==> config.mk <==
export PLATFORM = sky130hd
export DESIGN_NAME = vcxo_divider_and_rfreq_programmer
export DESIGN_NICKNAME = d
export VERILOG_FILES = /design/src/sv/vdrp_pkg.sv /design/src/sv/vdrp_mul.sv /design/src/sv/vdrp_div.sv /design/src/sv/vcxo_divider_and_rfreq_programmer.sv
export SDC_FILE = /design/constraint.sdc
export NUM_CORES = 2
export LEC_CHECK = 0
export CAP_MARGIN = 25
export CORE_MARGIN = 10
export CORE_UTILIZATION = 60
export CTS_CLUSTER_DIAMETER = 100
export DETAILED_ROUTE_END_ITERATION = 8
export DONT_BUFFER_PORTS = 1
export PLACE_DENSITY = 0.79
export SETUP_SLACK_MARGIN = 0.3
export SLEW_MARGIN = 0
export SYNTH_ARGS = -nofsm -noshare
export SYNTH_HDL_FRONTEND = slang
export SYNTH_SLANG_ARGS = --single-unit
==> constraint.sdc <==
create_clock -name clock -period 13.14 [get_ports clock]
set_input_delay 2.628 -clock clock [delete_from_list [all_inputs] [get_ports clock]]
set_output_delay 2.628 -clock clock [all_outputs]
set_load 0.05 [all_outputs]
==> src/sv/vdrp_pkg.sv <==
// shared types, constants and tables for the vcxo divider and rfreq programmer
// no dependencies
package vdrp_pkg;

   localparam int RX_W    = 26;
   localparam int OSC_W   = 28;
   localparam int XTAL_W  = 31;
   localparam int RFREQ_W = 38;
   localparam int NUM_W   = 66;
   localparam int DEN_W   = 31;
   localparam int MUL_A_W = 38;
   localparam int MUL_B_W = 28;
   localparam int D_W     = 11;
   localparam int HS_N    = 6;
   localparam int HS_IDX_W = 3;
   localparam int RECIP_SH = 18;
   localparam int RECIP_W  = 17;

   localparam logic [XTAL_W-1:0]  XTAL_RESET     = 31'd1828464322;
   localparam logic [OSC_W-1:0]   STARTUP_OSC_HZ = 28'd56320000;
   localparam logic [OSC_W-1:0]   FOUT_MIN_HZ    = 28'd10000000;
   localparam logic [NUM_W-1:0]   FDCO_MIN_M1    = 66'd4849999999;
   localparam logic [NUM_W-1:0]   FDCO_MAX_HZ    = 66'd5670000000;
   localparam logic [RFREQ_W-1:0] D_CAP          = 38'd1408;
   localparam logic [9:0]         N1_MAX         = 10'd128;
   localparam logic [10:0]        PPM_LHS_K      = 11'd2000;
   localparam logic [2:0]         PPM_RHS_K      = 3'd7;

   // csr register indexes, taken from paddr[4:3]
   localparam logic [1:0] REG_XTAL    = 2'd0;
   localparam logic [1:0] REG_SMOOTH  = 2'd1;
   localparam logic [1:0] REG_STARTUP = 2'd2;

   // high-speed divisors in search order, with reciprocals for exact small quotients
   localparam logic [3:0] HS_TABLE [HS_N] = '{4'd11, 4'd9, 4'd7, 4'd6, 4'd5, 4'd4};
   localparam logic [RECIP_W-1:0] HS_RECIP [HS_N] = '{
      17'((1 << RECIP_SH) / 11 + 1), 17'((1 << RECIP_SH) / 9 + 1),
      17'((1 << RECIP_SH) / 7 + 1),  17'((1 << RECIP_SH) / 6 + 1),
      17'((1 << RECIP_SH) / 5 + 1),  17'((1 << RECIP_SH) / 4 + 1)};

   typedef struct packed {
      logic busy;
      logic done;
   } unit_stat_type;

endpackage

==> src/sv/vdrp_mul.sv <==
// shift-add multiplier, one multiplier bit per cycle
// depends on vdrp_pkg
module vdrp_mul (
   input  logic                              clock,
   input  logic                              reset,
   input  logic                              start,
   input  logic [vdrp_pkg::MUL_A_W-1:0]      op_a,
   input  logic [vdrp_pkg::MUL_B_W-1:0]      op_b,
   output logic [vdrp_pkg::NUM_W-1:0]        product,
   output vdrp_pkg::unit_stat_type           stat
);
   logic [vdrp_pkg::NUM_W-1:0]   a_ff, a_in, acc_ff, acc_in;
   logic [vdrp_pkg::MUL_B_W-1:0] b_ff, b_in;
   logic [4:0]                   cnt_ff, cnt_in;
   logic                         busy_ff, busy_in, done_ff, done_in;

   always_comb begin
      a_in = a_ff;
      b_in = b_ff;
      acc_in = acc_ff;
      cnt_in = cnt_ff;
      busy_in = busy_ff;
      done_in = 1'b0;
      if (start) begin
         a_in = vdrp_pkg::NUM_W'(op_a);
         b_in = op_b;
         acc_in = '0;
         cnt_in = 5'(vdrp_pkg::MUL_B_W);
         busy_in = 1'b1;
      end else if (busy_ff) begin
         if (b_ff[0]) acc_in = acc_ff + a_ff;
         a_in = {a_ff[vdrp_pkg::NUM_W-2:0], 1'b0};
         b_in = {1'b0, b_ff[vdrp_pkg::MUL_B_W-1:1]};
         cnt_in = cnt_ff - 5'd1;
         if (cnt_ff == 5'd1) begin
            busy_in = 1'b0;
            done_in = 1'b1;
         end
      end
   end

   always_ff @(posedge clock) begin
      if (reset) begin
         busy_ff <= 1'b0;
         done_ff <= 1'b0;
         cnt_ff <= '0;
      end else begin
         busy_ff <= busy_in;
         done_ff <= done_in;
         cnt_ff <= cnt_in;
      end
      a_ff <= a_in;
      b_ff <= b_in;
      acc_ff <= acc_in;
   end

   assign product = acc_ff;
   assign stat = '{busy: busy_ff, done: done_ff};
endmodule

==> src/sv/vdrp_div.sv <==
// restoring divider, one quotient bit per cycle, quotient saturated to 38 bits
// depends on vdrp_pkg
module vdrp_div (
   input  logic                              clock,
   input  logic                              reset,
   input  logic                              start,
   input  logic [vdrp_pkg::NUM_W-1:0]        num,
   input  logic [vdrp_pkg::DEN_W-1:0]        den,
   output logic [vdrp_pkg::RFREQ_W-1:0]      quot,
   output vdrp_pkg::unit_stat_type           stat
);
   logic [vdrp_pkg::NUM_W-1:0]   num_ff, num_in;
   logic [vdrp_pkg::DEN_W-1:0]   den_ff, den_in, rem_ff, rem_in;
   logic [vdrp_pkg::RFREQ_W-1:0] q_ff, q_in;
   logic                         ovf_ff, ovf_in;
   logic [6:0]                   cnt_ff, cnt_in;
   logic                         busy_ff, busy_in, done_ff, done_in;
   logic [vdrp_pkg::DEN_W:0]     rem_sh, rem_sub;
   logic                         qbit;

   always_comb begin
      num_in = num_ff;
      den_in = den_ff;
      rem_in = rem_ff;
      q_in = q_ff;
      ovf_in = ovf_ff;
      cnt_in = cnt_ff;
      busy_in = busy_ff;
      done_in = 1'b0;
      rem_sh = {rem_ff, num_ff[vdrp_pkg::NUM_W-1]};
      rem_sub = rem_sh - {1'b0, den_ff};
      qbit = (rem_sh >= {1'b0, den_ff});
      if (start) begin
         num_in = num;
         den_in = den;
         rem_in = '0;
         q_in = '0;
         ovf_in = 1'b0;
         cnt_in = 7'(vdrp_pkg::NUM_W);
         busy_in = 1'b1;
      end else if (busy_ff) begin
         rem_in = qbit ? rem_sub[vdrp_pkg::DEN_W-1:0] : rem_sh[vdrp_pkg::DEN_W-1:0];
         num_in = {num_ff[vdrp_pkg::NUM_W-2:0], 1'b0};
         q_in = {q_ff[vdrp_pkg::RFREQ_W-2:0], qbit};
         // a one shifted out of the top means the quotient is past 38 bits
         ovf_in = ovf_ff | q_ff[vdrp_pkg::RFREQ_W-1];
         cnt_in = cnt_ff - 7'd1;
         if (cnt_ff == 7'd1) begin
            busy_in = 1'b0;
            done_in = 1'b1;
         end
      end
   end

   always_ff @(posedge clock) begin
      if (reset) begin
         busy_ff <= 1'b0;
         done_ff <= 1'b0;
         cnt_ff <= '0;
      end else begin
         busy_ff <= busy_in;
         done_ff <= done_in;
         cnt_ff <= cnt_in;
      end
      num_ff <= num_in;
      den_ff <= den_in;
      rem_ff <= rem_in;
      q_ff <= q_in;
      ovf_ff <= ovf_in;
   end

   assign quot = ovf_ff ? '1 : q_ff;
   assign stat = '{busy: busy_ff, done: done_ff};
endmodule

==> src/sv/vcxo_divider_and_rfreq_programmer.sv <==
// top level: csr port, sequencer, divider search and register byte packing
// depends on vdrp_pkg, vdrp_mul, vdrp_div
//
// smooth path: one multiply of 28 steps and one divide of 66 steps;
// full path: two divides for the divider bounds, the search, then a multiply and a divide,
// the search trying one divisor per cycle
// throughput: one transaction in flight, req_tready high only when idle
// reset: synchronous, restores the register defaults and the startup oscillator state
module vcxo_divider_and_rfreq_programmer (
   input  logic        clock,
   input  logic        reset,
   // request: rx_freq_hz [25:0]
   input  logic        req_tvalid,
   output logic        req_tready,
   input  logic [31:0] req_tdata,
   // response: hs_n1_byte [7:0], n1_rfreq_byte [15:8], rfreq_mid_byte [23:16],
   // frac_byte_hi [31:24], frac_byte_mid [39:32], frac_byte_lo [47:40],
   // post_divider [53:48]
   output logic        rsp_tvalid,
   input  logic        rsp_tready,
   output logic [55:0] rsp_tdata,
   // response flags: smooth_write [0], search_failed [1]
   output logic [1:0]  rsp_tuser,
   // apb-style csr port
   input  logic        csr_psel,
   input  logic        csr_penable,
   input  logic        csr_pwrite,
   input  logic [4:0]  csr_paddr,
   input  logic [63:0] csr_pwdata,
   output logic [63:0] csr_prdata,
   output logic        csr_pready
);
   localparam logic [3:0] ST_IDLE   = 4'd0;
   localparam logic [3:0] ST_SMCHK  = 4'd1;
   localparam logic [3:0] ST_RS_MUL = 4'd2;
   localparam logic [3:0] ST_RS_DIV = 4'd3;
   localparam logic [3:0] ST_DMIN   = 4'd4;
   localparam logic [3:0] ST_DMAX   = 4'd5;
   localparam logic [3:0] ST_SEARCH = 4'd6;
   localparam logic [3:0] ST_P_MUL  = 4'd7;
   localparam logic [3:0] ST_P_DIV  = 4'd8;
   localparam logic [3:0] ST_FINISH = 4'd9;

   // configuration and persistent state
   logic [vdrp_pkg::XTAL_W-1:0]  xtal_ff, xtal_in;
   logic                         smooth_en_ff, smooth_en_in;
   logic [vdrp_pkg::RFREQ_W-1:0] startup_ff, startup_in;
   logic [vdrp_pkg::OSC_W-1:0]   cur_osc_ff, cur_osc_in;
   logic [vdrp_pkg::RFREQ_W-1:0] rfreq_val_ff, rfreq_val_in;

   // per-transaction working registers
   logic [3:0]                   state_ff, state_in;
   logic [vdrp_pkg::OSC_W-1:0]   f_ff, f_in;
   logic [5:0]                   pd_ff, pd_in;
   logic                         smooth_ff, smooth_in, failed_ff, failed_in;
   logic [vdrp_pkg::D_W-1:0]     d_ff, d_in, dmax_ff, dmax_in;
   logic [vdrp_pkg::HS_IDX_W-1:0] k_ff, k_in;
   logic [3:0]                   hs_ff, hs_in;
   logic [7:0]                   n1_ff, n1_in;
   logic [vdrp_pkg::RFREQ_W-1:0] r_ff, r_in;

   // output register
   logic                         rsp_valid_ff, rsp_valid_in;
   logic [55:0]                  rsp_data_ff, rsp_data_in;
   logic [1:0]                   rsp_user_ff, rsp_user_in;

   // shared units
   logic                         mul_start, div_start;
   logic [vdrp_pkg::MUL_A_W-1:0] mul_a;
   logic [vdrp_pkg::MUL_B_W-1:0] mul_b;
   logic [vdrp_pkg::NUM_W-1:0]   mul_p, div_num;
   logic [vdrp_pkg::DEN_W-1:0]   div_den;
   logic [vdrp_pkg::RFREQ_W-1:0] div_q;
   vdrp_pkg::unit_stat_type      mul_stat, div_stat;

   // combinational helpers
   logic [vdrp_pkg::OSC_W-1:0]   f_w;
   logic [5:0]                   pd_w;
   logic [vdrp_pkg::OSC_W-1:0]   diff_w;
   logic [38:0]                  ppm_lhs, ppm_rhs;
   logic                         smooth_hit;
   logic [3:0]                   h_w;
   logic [27:0]                  recip_p;
   logic [9:0]                   q_w;
   logic [13:0]                  rem_w;
   logic                         hit_w;
   logic [vdrp_pkg::RFREQ_W-1:0] dmin_w, dmax_w;
   logic [6:0]                   n1code;
   logic [2:0]                   hs_code;
   logic [9:0]                   whole;
   logic [27:0]                  frac;
   logic                         csr_wr;

   vdrp_mul u_mul (
      .clock   (clock),
      .reset   (reset),
      .start   (mul_start),
      .op_a    (mul_a),
      .op_b    (mul_b),
      .product (mul_p),
      .stat    (mul_stat)
   );

   vdrp_div u_div (
      .clock (clock),
      .reset (reset),
      .start (div_start),
      .num   (div_num),
      .den   (div_den),
      .quot  (div_q),
      .stat  (div_stat)
   );

   // oscillator frequency is 4x rx; postdivider doubles up to 32 while below 10 MHz
   always_comb begin
      f_w = {req_tdata[vdrp_pkg::RX_W-1:0], 2'b00};
      pd_w = 6'd1;
      for (int i = 0; i < 5; i++) begin
         if (f_w < vdrp_pkg::FOUT_MIN_HZ) begin
            f_w = {f_w[vdrp_pkg::OSC_W-2:0], 1'b0};
            pd_w = {pd_w[4:0], 1'b0};
         end
      end
   end

   // 3500 ppm window, both sides divided by 500
   always_comb begin
      diff_w = (f_ff > cur_osc_ff) ? (f_ff - cur_osc_ff) : (cur_osc_ff - f_ff);
      ppm_lhs = 39'(diff_w) * 39'(vdrp_pkg::PPM_LHS_K);
      ppm_rhs = 39'(cur_osc_ff) * 39'(vdrp_pkg::PPM_RHS_K);
      smooth_hit = smooth_en_ff && (cur_osc_ff != '0) && (ppm_lhs < ppm_rhs);
   end

   // one divisor per cycle: exact d / hs by reciprocal, then check remainder and n1
   always_comb begin
      h_w = vdrp_pkg::HS_TABLE[k_ff];
      recip_p = 28'(d_ff) * 28'(vdrp_pkg::HS_RECIP[k_ff]);
      q_w = recip_p[27:vdrp_pkg::RECIP_SH];
      rem_w = 14'(d_ff) - 14'(q_w) * 14'(h_w);
      hit_w = (rem_w == '0) && ((q_w == 10'd1) || !q_w[0]) && (q_w <= vdrp_pkg::N1_MAX);
   end

   assign dmin_w = div_q + 38'd1;
   assign dmax_w = (div_q > vdrp_pkg::D_CAP) ? vdrp_pkg::D_CAP : div_q;

   // register byte packing
   always_comb begin
      n1code = 7'(n1_ff - 8'd1);
      hs_code = 3'(hs_ff - 4'd4);
      if (smooth_ff) begin
         n1code = '0;
         hs_code = '0;
      end
      whole = r_ff[37:28];
      frac = r_ff[27:0];
   end

   assign csr_wr = csr_psel && csr_penable && csr_pwrite && csr_pready;

   always_comb begin
      state_in = state_ff;
      f_in = f_ff;
      pd_in = pd_ff;
      smooth_in = smooth_ff;
      failed_in = failed_ff;
      d_in = d_ff;
      dmax_in = dmax_ff;
      k_in = k_ff;
      hs_in = hs_ff;
      n1_in = n1_ff;
      r_in = r_ff;
      cur_osc_in = cur_osc_ff;
      rfreq_val_in = rfreq_val_ff;
      rsp_valid_in = rsp_valid_ff;
      rsp_data_in = rsp_data_ff;
      rsp_user_in = rsp_user_ff;
      xtal_in = xtal_ff;
      smooth_en_in = smooth_en_ff;
      startup_in = startup_ff;
      mul_start = 1'b0;
      mul_a = rfreq_val_ff;
      mul_b = f_ff;
      div_start = 1'b0;
      div_num = vdrp_pkg::FDCO_MIN_M1;
      div_den = vdrp_pkg::DEN_W'(f_ff);

      if (rsp_valid_ff && rsp_tready) rsp_valid_in = 1'b0;

      case (state_ff)
         ST_IDLE: begin
            if (req_tvalid) begin
               f_in = f_w;
               pd_in = pd_w;
               smooth_in = 1'b0;
               failed_in = 1'b0;
               state_in = ST_SMCHK;
            end
         end
         ST_SMCHK: begin
            if (smooth_hit) begin
               smooth_in = 1'b1;
               mul_start = 1'b1;
               state_in = ST_RS_MUL;
            end else if ((f_ff == '0) || (xtal_ff == '0)) begin
               failed_in = 1'b1;
               state_in = ST_FINISH;
            end else begin
               div_start = 1'b1;
               state_in = ST_DMIN;
            end
         end
         ST_RS_MUL: begin
            if (mul_stat.done) begin
               div_start = 1'b1;
               div_num = mul_p;
               div_den = vdrp_pkg::DEN_W'(cur_osc_ff);
               state_in = ST_RS_DIV;
            end
         end
         ST_RS_DIV: begin
            if (div_stat.done) begin
               r_in = div_q;
               state_in = ST_FINISH;
            end
         end
         ST_DMIN: begin
            if (div_stat.done) begin
               if (dmin_w > vdrp_pkg::D_CAP) begin
                  failed_in = 1'b1;
                  state_in = ST_FINISH;
               end else begin
                  d_in = dmin_w[vdrp_pkg::D_W-1:0];
                  div_start = 1'b1;
                  div_num = vdrp_pkg::FDCO_MAX_HZ;
                  state_in = ST_DMAX;
               end
            end
         end
         ST_DMAX: begin
            if (div_stat.done) begin
               if (38'(d_ff) > dmax_w) begin
                  failed_in = 1'b1;
                  state_in = ST_FINISH;
               end else begin
                  dmax_in = dmax_w[vdrp_pkg::D_W-1:0];
                  k_in = '0;
                  state_in = ST_SEARCH;
               end
            end
         end
         ST_SEARCH: begin
            if (hit_w) begin
               hs_in = h_w;
               n1_in = q_w[7:0];
               mul_start = 1'b1;
               mul_a = vdrp_pkg::MUL_A_W'(f_ff);
               mul_b = vdrp_pkg::MUL_B_W'(d_ff);
               state_in = ST_P_MUL;
            end else if (k_ff == vdrp_pkg::HS_IDX_W'(vdrp_pkg::HS_N - 1)) begin
               if (d_ff == dmax_ff) begin
                  failed_in = 1'b1;
                  state_in = ST_FINISH;
               end else begin
                  d_in = d_ff + 11'd1;
                  k_in = '0;
               end
            end else begin
               k_in = k_ff + 3'd1;
            end
         end
         ST_P_MUL: begin
            if (mul_stat.done) begin
               // f * d stays below 2^34, scaled by 2^32 before dividing by the 1/16 Hz crystal
               div_start = 1'b1;
               div_num = {mul_p[33:0], 32'd0};
               div_den = xtal_ff;
               state_in = ST_P_DIV;
            end
         end
         ST_P_DIV: begin
            if (div_stat.done) begin
               r_in = div_q;
               state_in = ST_FINISH;
            end
         end
         ST_FINISH: begin
            if (!rsp_valid_ff || rsp_tready) begin
               rsp_valid_in = 1'b1;
               rsp_user_in = {failed_ff, smooth_ff};
               if (failed_ff) begin
                  rsp_data_in = {2'b00, pd_ff, 48'd0};
               end else begin
                  rsp_data_in = {2'b00, pd_ff, frac[7:0], frac[15:8], frac[23:16],
                                 whole[3:0], frac[27:24], n1code[1:0], whole[9:4],
                                 hs_code, n1code[6:2]};
                  cur_osc_in = f_ff;
                  rfreq_val_in = r_ff;
               end
               state_in = ST_IDLE;
            end
         end
         default: state_in = ST_IDLE;
      endcase

      if (csr_wr) begin
         case (csr_paddr[4:3])
            vdrp_pkg::REG_XTAL:   xtal_in = csr_pwdata[vdrp_pkg::XTAL_W-1:0];
            vdrp_pkg::REG_SMOOTH: smooth_en_in = csr_pwdata[0];
            vdrp_pkg::REG_STARTUP: begin
               startup_in = csr_pwdata[vdrp_pkg::RFREQ_W-1:0];
               rfreq_val_in = csr_pwdata[vdrp_pkg::RFREQ_W-1:0];
            end
            default: ;
         endcase
      end
   end

   always_comb begin
      case (csr_paddr[4:3])
         vdrp_pkg::REG_XTAL:    csr_prdata = 64'(xtal_ff);
         vdrp_pkg::REG_SMOOTH:  csr_prdata = 64'(smooth_en_ff);
         vdrp_pkg::REG_STARTUP: csr_prdata = 64'(startup_ff);
         default:               csr_prdata = '0;
      endcase
   end

   always_ff @(posedge clock) begin
      if (reset) begin
         state_ff <= ST_IDLE;
         rsp_valid_ff <= 1'b0;
         xtal_ff <= vdrp_pkg::XTAL_RESET;
         smooth_en_ff <= 1'b0;
         startup_ff <= '0;
         cur_osc_ff <= vdrp_pkg::STARTUP_OSC_HZ;
         rfreq_val_ff <= '0;
      end else begin
         state_ff <= state_in;
         rsp_valid_ff <= rsp_valid_in;
         xtal_ff <= xtal_in;
         smooth_en_ff <= smooth_en_in;
         startup_ff <= startup_in;
         cur_osc_ff <= cur_osc_in;
         rfreq_val_ff <= rfreq_val_in;
      end
      f_ff <= f_in;
      pd_ff <= pd_in;
      smooth_ff <= smooth_in;
      failed_ff <= failed_in;
      d_ff <= d_in;
      dmax_ff <= dmax_in;
      k_ff <= k_in;
      hs_ff <= hs_in;
      n1_ff <= n1_in;
      r_ff <= r_in;
      rsp_data_ff <= rsp_data_in;
      rsp_user_ff <= rsp_user_in;
   end

   assign req_tready = (state_ff == ST_IDLE);
   assign rsp_tvalid = rsp_valid_ff;
   assign rsp_tdata = rsp_data_ff;
   assign rsp_tuser = rsp_user_ff;
   assign csr_pready = 1'b1;
endmodule
Word level (Yosys, flattened, before mapping) --
Memories as Yosys holds them, arrays and structs flattened. Cells that the tools add are included.
Operators by class: reduce and logical (&&, ||, !) cells 46, mux-type cells 106, multipliers 4, bitwise operators 6, equality and inequality tests 37, add/sub/neg operators 12, order comparisons 13
Operators with widths (count):
- $mux 38 | 11
- $mux 28 | 11
- $mux 66 | 4
- $pmux 66 s3 | 1
- $lt 28x24->1 const B | 5
- $mux 31 | 4
- $pmux 38 s3 | 1
- $gt 38x11->1 const B | 2
- $add 66x66->66 | 1
- $mux 4 | 16
- $pmux 31 s2 | 1
- $sub 28x28->28 | 2
- $mux 11 | 5
- $lt 39x31->1 | 1
- $add 38x1->38 const B | 1
- $gt 11x38->1 | 1
- $pmux 4 s9 | 1
- $mul 28x7->35 const B | 1
- $mux 17 | 2
- $ge 32x31->1 | 1
- $logic_not 31->1 | 1
- $mul 28x3->31 const B | 1
- $sub 31x31->31 | 1
- $mux 1 | 29
- 56 further kinds | 120
Storage, ports and cells: output and inout bits 125, bits in read-only memories 168, bits in registers 651, logic and storage cells 266, memories kept 2
Memory list:
- (no name shown) | words 8, width 17, read ports 1, clocked after memory_dff 0, write ports 0, line vcxo_divider_and_rfreq_programmer.sv:137 | recip_p = 28'(d_ff) * 28'(vdrp_pkg::HS_RECIP[k_ff]);
- (no name shown) | words 8, width 4, read ports 1, clocked after memory_dff 0, write ports 0, line vcxo_divider_and_rfreq_programmer.sv:136 | h_w = vdrp_pkg::HS_TABLE[k_ff];

Longest topological paths before layout --
depth in word-level cells 13, mapped depth 50, mapped depth without buffers 46

Modules after synthesis --
From an unflattened synthesis, not the netlist that was laid out.
Unflattened totals: cells, all modules 5902, area total of the unflattened synthesis 52770.6 um^2
Modules (own cells, without submodules):
- vcxo_divider_and_rfreq_programmer | area an instance 33652.3 um^2, cells each 3964, sequential area each 7677.4 um^2, times used 1
- vdrp_mul | area an instance 10143.5 um^2, cells each 1101, sequential area each 4003.8 um^2, times used 1
- vdrp_div | area an instance 8974.9 um^2, cells each 837, sequential area each 4494.3 um^2, times used 1

Worst setup path before layout --
No wires, ideal clock.
path kind flip-flop to flip-flop, start register f_ff[2] in the netlist's numbering, end register u_div.num_ff[0] in the netlist's numbering, enable pin, library setup time 703 ps, path buffers 3, cell stages (with the launch flop) 45, arrival time 12307 ps, data required time 12437 ps, slack 130 ps, clock period less this slack 13010 ps, cells stage by stage edfxtp_1 inv_1 ha_1 inv_1 fa_1 a21o_1 a21oi_1 o21bai_1 a21oi_1 o221ai_1 o41ai_1 o311a_1 a21oi_1 a41oi_1 clkbuf_1 buf_1 mux2i_1 xnor2_1 [9 not listed] and3_1 o21a_1 o21ai_0 nand2b_1 a211oi_1 nor2_1 ha_1 a2111oi_0 o21ai_0 nand3_1 a211oi_1 or4_1 a311o_1 nor4_1 nor2_1 nor3_1 clkbuf_1 nand2_1
On the way: cells in the longest elaborated chain, start to end 8
RTL lines:
- start, declared | line vcxo_divider_and_rfreq_programmer.sv:53 | logic [vdrp_pkg::OSC_W-1:0] f_ff, f_in;
- start signal, assigned | line vcxo_divider_and_rfreq_programmer.sv:345 | f_ff <= f_in;
- $sub 28x28->28 / $gt 28x28->1 (equally long branches) | line vcxo_divider_and_rfreq_programmer.sv:128 | diff_w = (f_ff > cur_osc_ff) ? (f_ff - cur_osc_ff) : (cur_osc_ff - f_ff);
- $mux 28 | line vcxo_divider_and_rfreq_programmer.sv:128
- $mul 28x7->35 | line vcxo_divider_and_rfreq_programmer.sv:129 | ppm_lhs = 39'(diff_w) * 39'(vdrp_pkg::PPM_LHS_K);
- $lt 39x31->1 | line vcxo_divider_and_rfreq_programmer.sv:131 | smooth_hit = smooth_en_ff && (cur_osc_ff != '0) && (ppm_lhs < ppm_rhs);
- $logic_and 1x1->1 | line vcxo_divider_and_rfreq_programmer.sv:131
- $mux 1 (*) | line vcxo_divider_and_rfreq_programmer.sv:200 | if (smooth_hit) begin
- $pmux 1 s3 (*) | line vcxo_divider_and_rfreq_programmer.sv:189 | case (state_ff)
- $reduce_bool 2->1 (no line) (*)
- end signal, assigned | line vdrp_div.sv:65 | num_ff <= num_in;
- end, declared | line vdrp_div.sv:12 | logic [vdrp_pkg::NUM_W-1:0] num_ff, num_in;
Every way passes the cells marked *; elsewhere a longest branch is shown, timed or not. A chain may end at the register's enable or synchronous reset.

Final worst setup path --
start register k_ff[1] in the netlist's numbering, end register u_mul.a_ff[15] in the netlist's numbering, data pin
On the way: cells in the longest elaborated chain, start to end 13
RTL lines:
- start, declared | line vcxo_divider_and_rfreq_programmer.sv:57 | logic [vdrp_pkg::HS_IDX_W-1:0] k_ff, k_in;
- start signal, assigned | line vcxo_divider_and_rfreq_programmer.sv:351 | k_ff <= k_in;
- $not 3->4 (implied by the code) (*) | line vcxo_divider_and_rfreq_programmer.sv:136, vcxo_divider_and_rfreq_programmer.sv:137
- $mem_v2 8x17
- $mux 17 (implied by the code) (2 in a row) | line vcxo_divider_and_rfreq_programmer.sv:137
- $mul 11x17->28 | line vcxo_divider_and_rfreq_programmer.sv:137
- $mul 10x4->14 | line vcxo_divider_and_rfreq_programmer.sv:139 | rem_w = 14'(d_ff) - 14'(q_w) * 14'(h_w);
- $sub 11x14->14 | line vcxo_divider_and_rfreq_programmer.sv:139
- $logic_not 14->1 | line vcxo_divider_and_rfreq_programmer.sv:140 | hit_w = (rem_w == '0) && ((q_w == 10'd1) || !q_w[0]) && (q_w <= vdrp_pkg::N1_MAX);
- $logic_and 1x1->1 | line vcxo_divider_and_rfreq_programmer.sv:140
- $logic_and 1x1->1 (*) | line vcxo_divider_and_rfreq_programmer.sv:140
- $mux 1 / $mux 38 (equally long branches) | line vcxo_divider_and_rfreq_programmer.sv:252 | if (hit_w) begin
- $pmux 1 s2 / $mux 38 (equally long branches) | line vcxo_divider_and_rfreq_programmer.sv:189
- $mux 38 (*) | line vdrp_mul.sv:24 | if (start) begin
- named net u_mul.a_in (one bit) | line vdrp_mul.sv:12 | logic [vdrp_pkg::NUM_W-1:0] a_ff, a_in, acc_ff, acc_in;
- end signal, assigned | line vdrp_mul.sv:52 | a_ff <= a_in;
- end, declared | line vdrp_mul.sv:12
Mark *: on every way through the listed nets, which the timed path passes. The rest lies on a longest branch. The select of a mux whose other input is x is not followed.

==> flow_summary.yaml <==
sta:
  timing.hold.ws_ps: 422
  worst_pin_slew_ps: 1070
  layout_worst_path_cycle_share: 0.925
  fmax_mhz: 82.3
  hold_viol_final: 0
  fin_ws_ps: 988
  timing.final.max_slew_violations: 0
  period_needed_ps: 12150
  rsz0062_at_grt: "no"
  slew_headroom: 0.281
  setup_viol: 0
  fin_skew_ps: 71.8
  tns_ps: 0
floorplanning:
  initial_core_util: 0.608
  die_height_um: 312
  rows: 106
  coreArea_um2: 84100
  dieArea_um2: 97200
  boundaryPins: 233
  die_x_um: 312
route:
  drt-pass1-iter-count: 6
  vias: 42284
  drt_iter0_markers: 4184
  viasPerCell: 6.20
  wire_per_inst_um: 21.5
  ant_nets: 0
  drc: 0
  drt_wl_total_mm: 147
clocking:
  cts_buffer_depth: 3
  cts.hold.buffers_added: 0
  cts.sinks: 645
  clk_pin_slew_worst_paths_ps: 60
  cts-root-buf: "clkbuf_16"
  cts_tree: "built"
  htree_levels: 3
  clkLatencyLatePin_ps: 670
  cts_made_buffers: 71
worst_hold_path:
  hold_depth: 0
  hp-class: "flip-flop to flip-flop"
yosys:
  synth-seq-cells: 645
  synth_area_leaders: "edfxtp_1 (19%), dfxtp_1 (13%), fa_1 (11%)"
  async_reset_ff_frac: 0
  ys.warnings.count: 0
  ys.flop_type: "edfxtp_1"
  synth_top_cell_area_share: 0.192
  synth_area_leader_cell: "edfxtp_1"
  synth-edff-count: 326
  synth.distinct_cells: 96
  yosysSeqAreaShare: 0.317
  syn_area_per_cell_um2: 8.88
  syn_area_um2: 51100
  synth_cells: 5751
placement:
  dpl.hpwl_mm: 111
  place_ws_ps: 610
  port_buffers: 0
  gp_congestion: 0.971
finish:
  utilization: 0.654
  layout.nets: 6416
  area_delta_synth_final_pct: 7.60
  drive_gt1_frac: 0.0600
setup_path:
  critPathArrivalTime_ps: 12480
  required_ps: 13470
  ff2ff_path_depth: 40
  slowest_stage: "fa_1"
  path_common_cell: "fa_1"
  startpoint_type: "flip-flop"
  worstSetupPathType: "flip-flop to flip-flop"
  endpoint_kind: "flip-flop"
  max_stage_delay_ps: 560
  path_max_fanout: 98
flow_run:
  maxCapViolCount: 0
global_routing:
  antenna_found_initial: 7
  track_usage: 0.292
  grt_pass1_wl_mm: 229
  grt_max_degree: 154
  overflow: 0
  grt_pass1_vias: 40724
status:
  status: "completed"
## kinds of logic after synthesis
logic type      share of synthesized area
compound gates                      0.161
buf+inv                            0.0625
xor+xnor                           0.0369
other cells                      0.000147
simple gates                        0.173
flops                               0.317
mux                                0.0400
fa+ha+maj                           0.210
## area by class of cell
| type | count | area, um2 |
|---|---|---|
| timing repair buffer | 104 | 1050 |
| sequential | 645 | 16200 |
| inverter | 476 | 1790 |
| antenna | 7 | 17.5 |
| multi-input combinational | 4323 | 32000 |
| tap | 1134 | 1420 |
| clock buffer | 95 | 2020 |
| clock inverter | 37 | 497 |
| fill | 6823 | 29100 |
## path summary, 6_finish.rpt
check,from,to,slack [ps]
setup reg to reg,k_ff[1]$_SDFFCE_PP0P_,u_mul.a_ff[15]$_DFFE_PP_,990
hold / removal,pd_ff[2]$_DFFE_PP_,rsp_tdata[50]$_DFFE_PP_,420
setup / recovery,k_ff[1]$_SDFFCE_PP0P_,u_mul.a_ff[15]$_DFFE_PP_,990
hold reg to reg,pd_ff[2]$_DFFE_PP_,rsp_tdata[50]$_DFFE_PP_,420
## cells in the final DEF (no fill, tap or decap), types with 38 or more instances in the layout
cell type / n
dfxtp_1: 316
edfxtp_1: 326
nand2b_1: 64
nor2b_1: 92
nand2_1: 656
nand3_1: 70
nor3_1: 81
and3_1: 41
o21ai_0: 255
and2_1: 90
nor2_1: 606
a21oi_1: 393
o21a_1: 38
a311oi_1: 50
a31oi_1: 47
a22o_1: 38
fa_1: 283
xnor2_1: 118
nand4_1: 44
a211oi_1: 48
ha_1: 404
xor2_1: 93
mux2i_1: 192
buf_4: 79
inv_1: 472
a21o_1: 115
clkbuf_16: 74
## metrics by stage
stage,instances,cell area [um2]
2_1_floorplan,5778,51200
3_3_place_gp,6665,52200
3_5_place_dp,6672,52300
4_1_cts,6804,54800
5_1_grt,6814,55000
6_report,6821,55000
## worst max-delay path, delay by kind of cell (launching register included)
kind,cells,cell delay (ps)
adders and majority gates,11,4780
AOI/OAI and AO/OA,10,2760
xor gates and xnor gates,2,500
and+or+nand+nor,8,1750
buffers and inverters,9,1500
DFF,1,490
## repair_timing
item	CTS	global route
setup buffers	0	7
gates resized for setup	0	10
endpoints found under the setup margin	0	477
## cell usage after synthesis, types with 31 or more instances
cell      count
a211oi_1     49
a21o_1      115
a21oi_1     393
a22o_1       38
a311oi_1     50
a31oi_1      48
and2_1       91
and3_1       42
clkbuf_1    260
dfxtp_1     319
edfxtp_1    326
fa_1        283
ha_1        404
inv_1       474
mux2i_1     192
nand2_1     658
nand2b_1     64
nand3_1      70
nand4_1      44
nor2_1      607
nor2b_1      92
nor3_1       84
nor4_1       34
o21a_1       38
o21ai_0     256
or2_2        31
or3_1        36
xnor2_1     120
xor2_1       95
## layer usage
| layer | vias to the layer above | part of all wire | track usage | wire length, um |
|---|---|---|---|---|
| met5 | - | 0.00031 | 0 | 45 |
| met4 | 6 | 0.043 | 0.115 | 6290 |
| met3 | 343 | 0.12 | 0.0816 | 17100 |
| met2 | 1961 | 0.44 | 0.452 | 64600 |
| met1 | 20356 | 0.40 | 0.384 | 58500 |
| li1 | 19618 | - | - | - |
## state kept, by name (all words and copies together), names as in the netlist, 31 cells and up
register and flops:
u_div.rem_ff 31, u_div.den_ff 31, r_ff 38, startup_ff 38
u_div.num_ff 66, rsp_tdata 54, u_mul.a_ff 66, u_mul.product 66
u_div.q_ff 38, xtal_ff 31, rfreq_val_ff 38
Power is left out: the tool's default activity adds up to more than one toggle a clock period on the data nets, which glitch-free logic cannot reach.
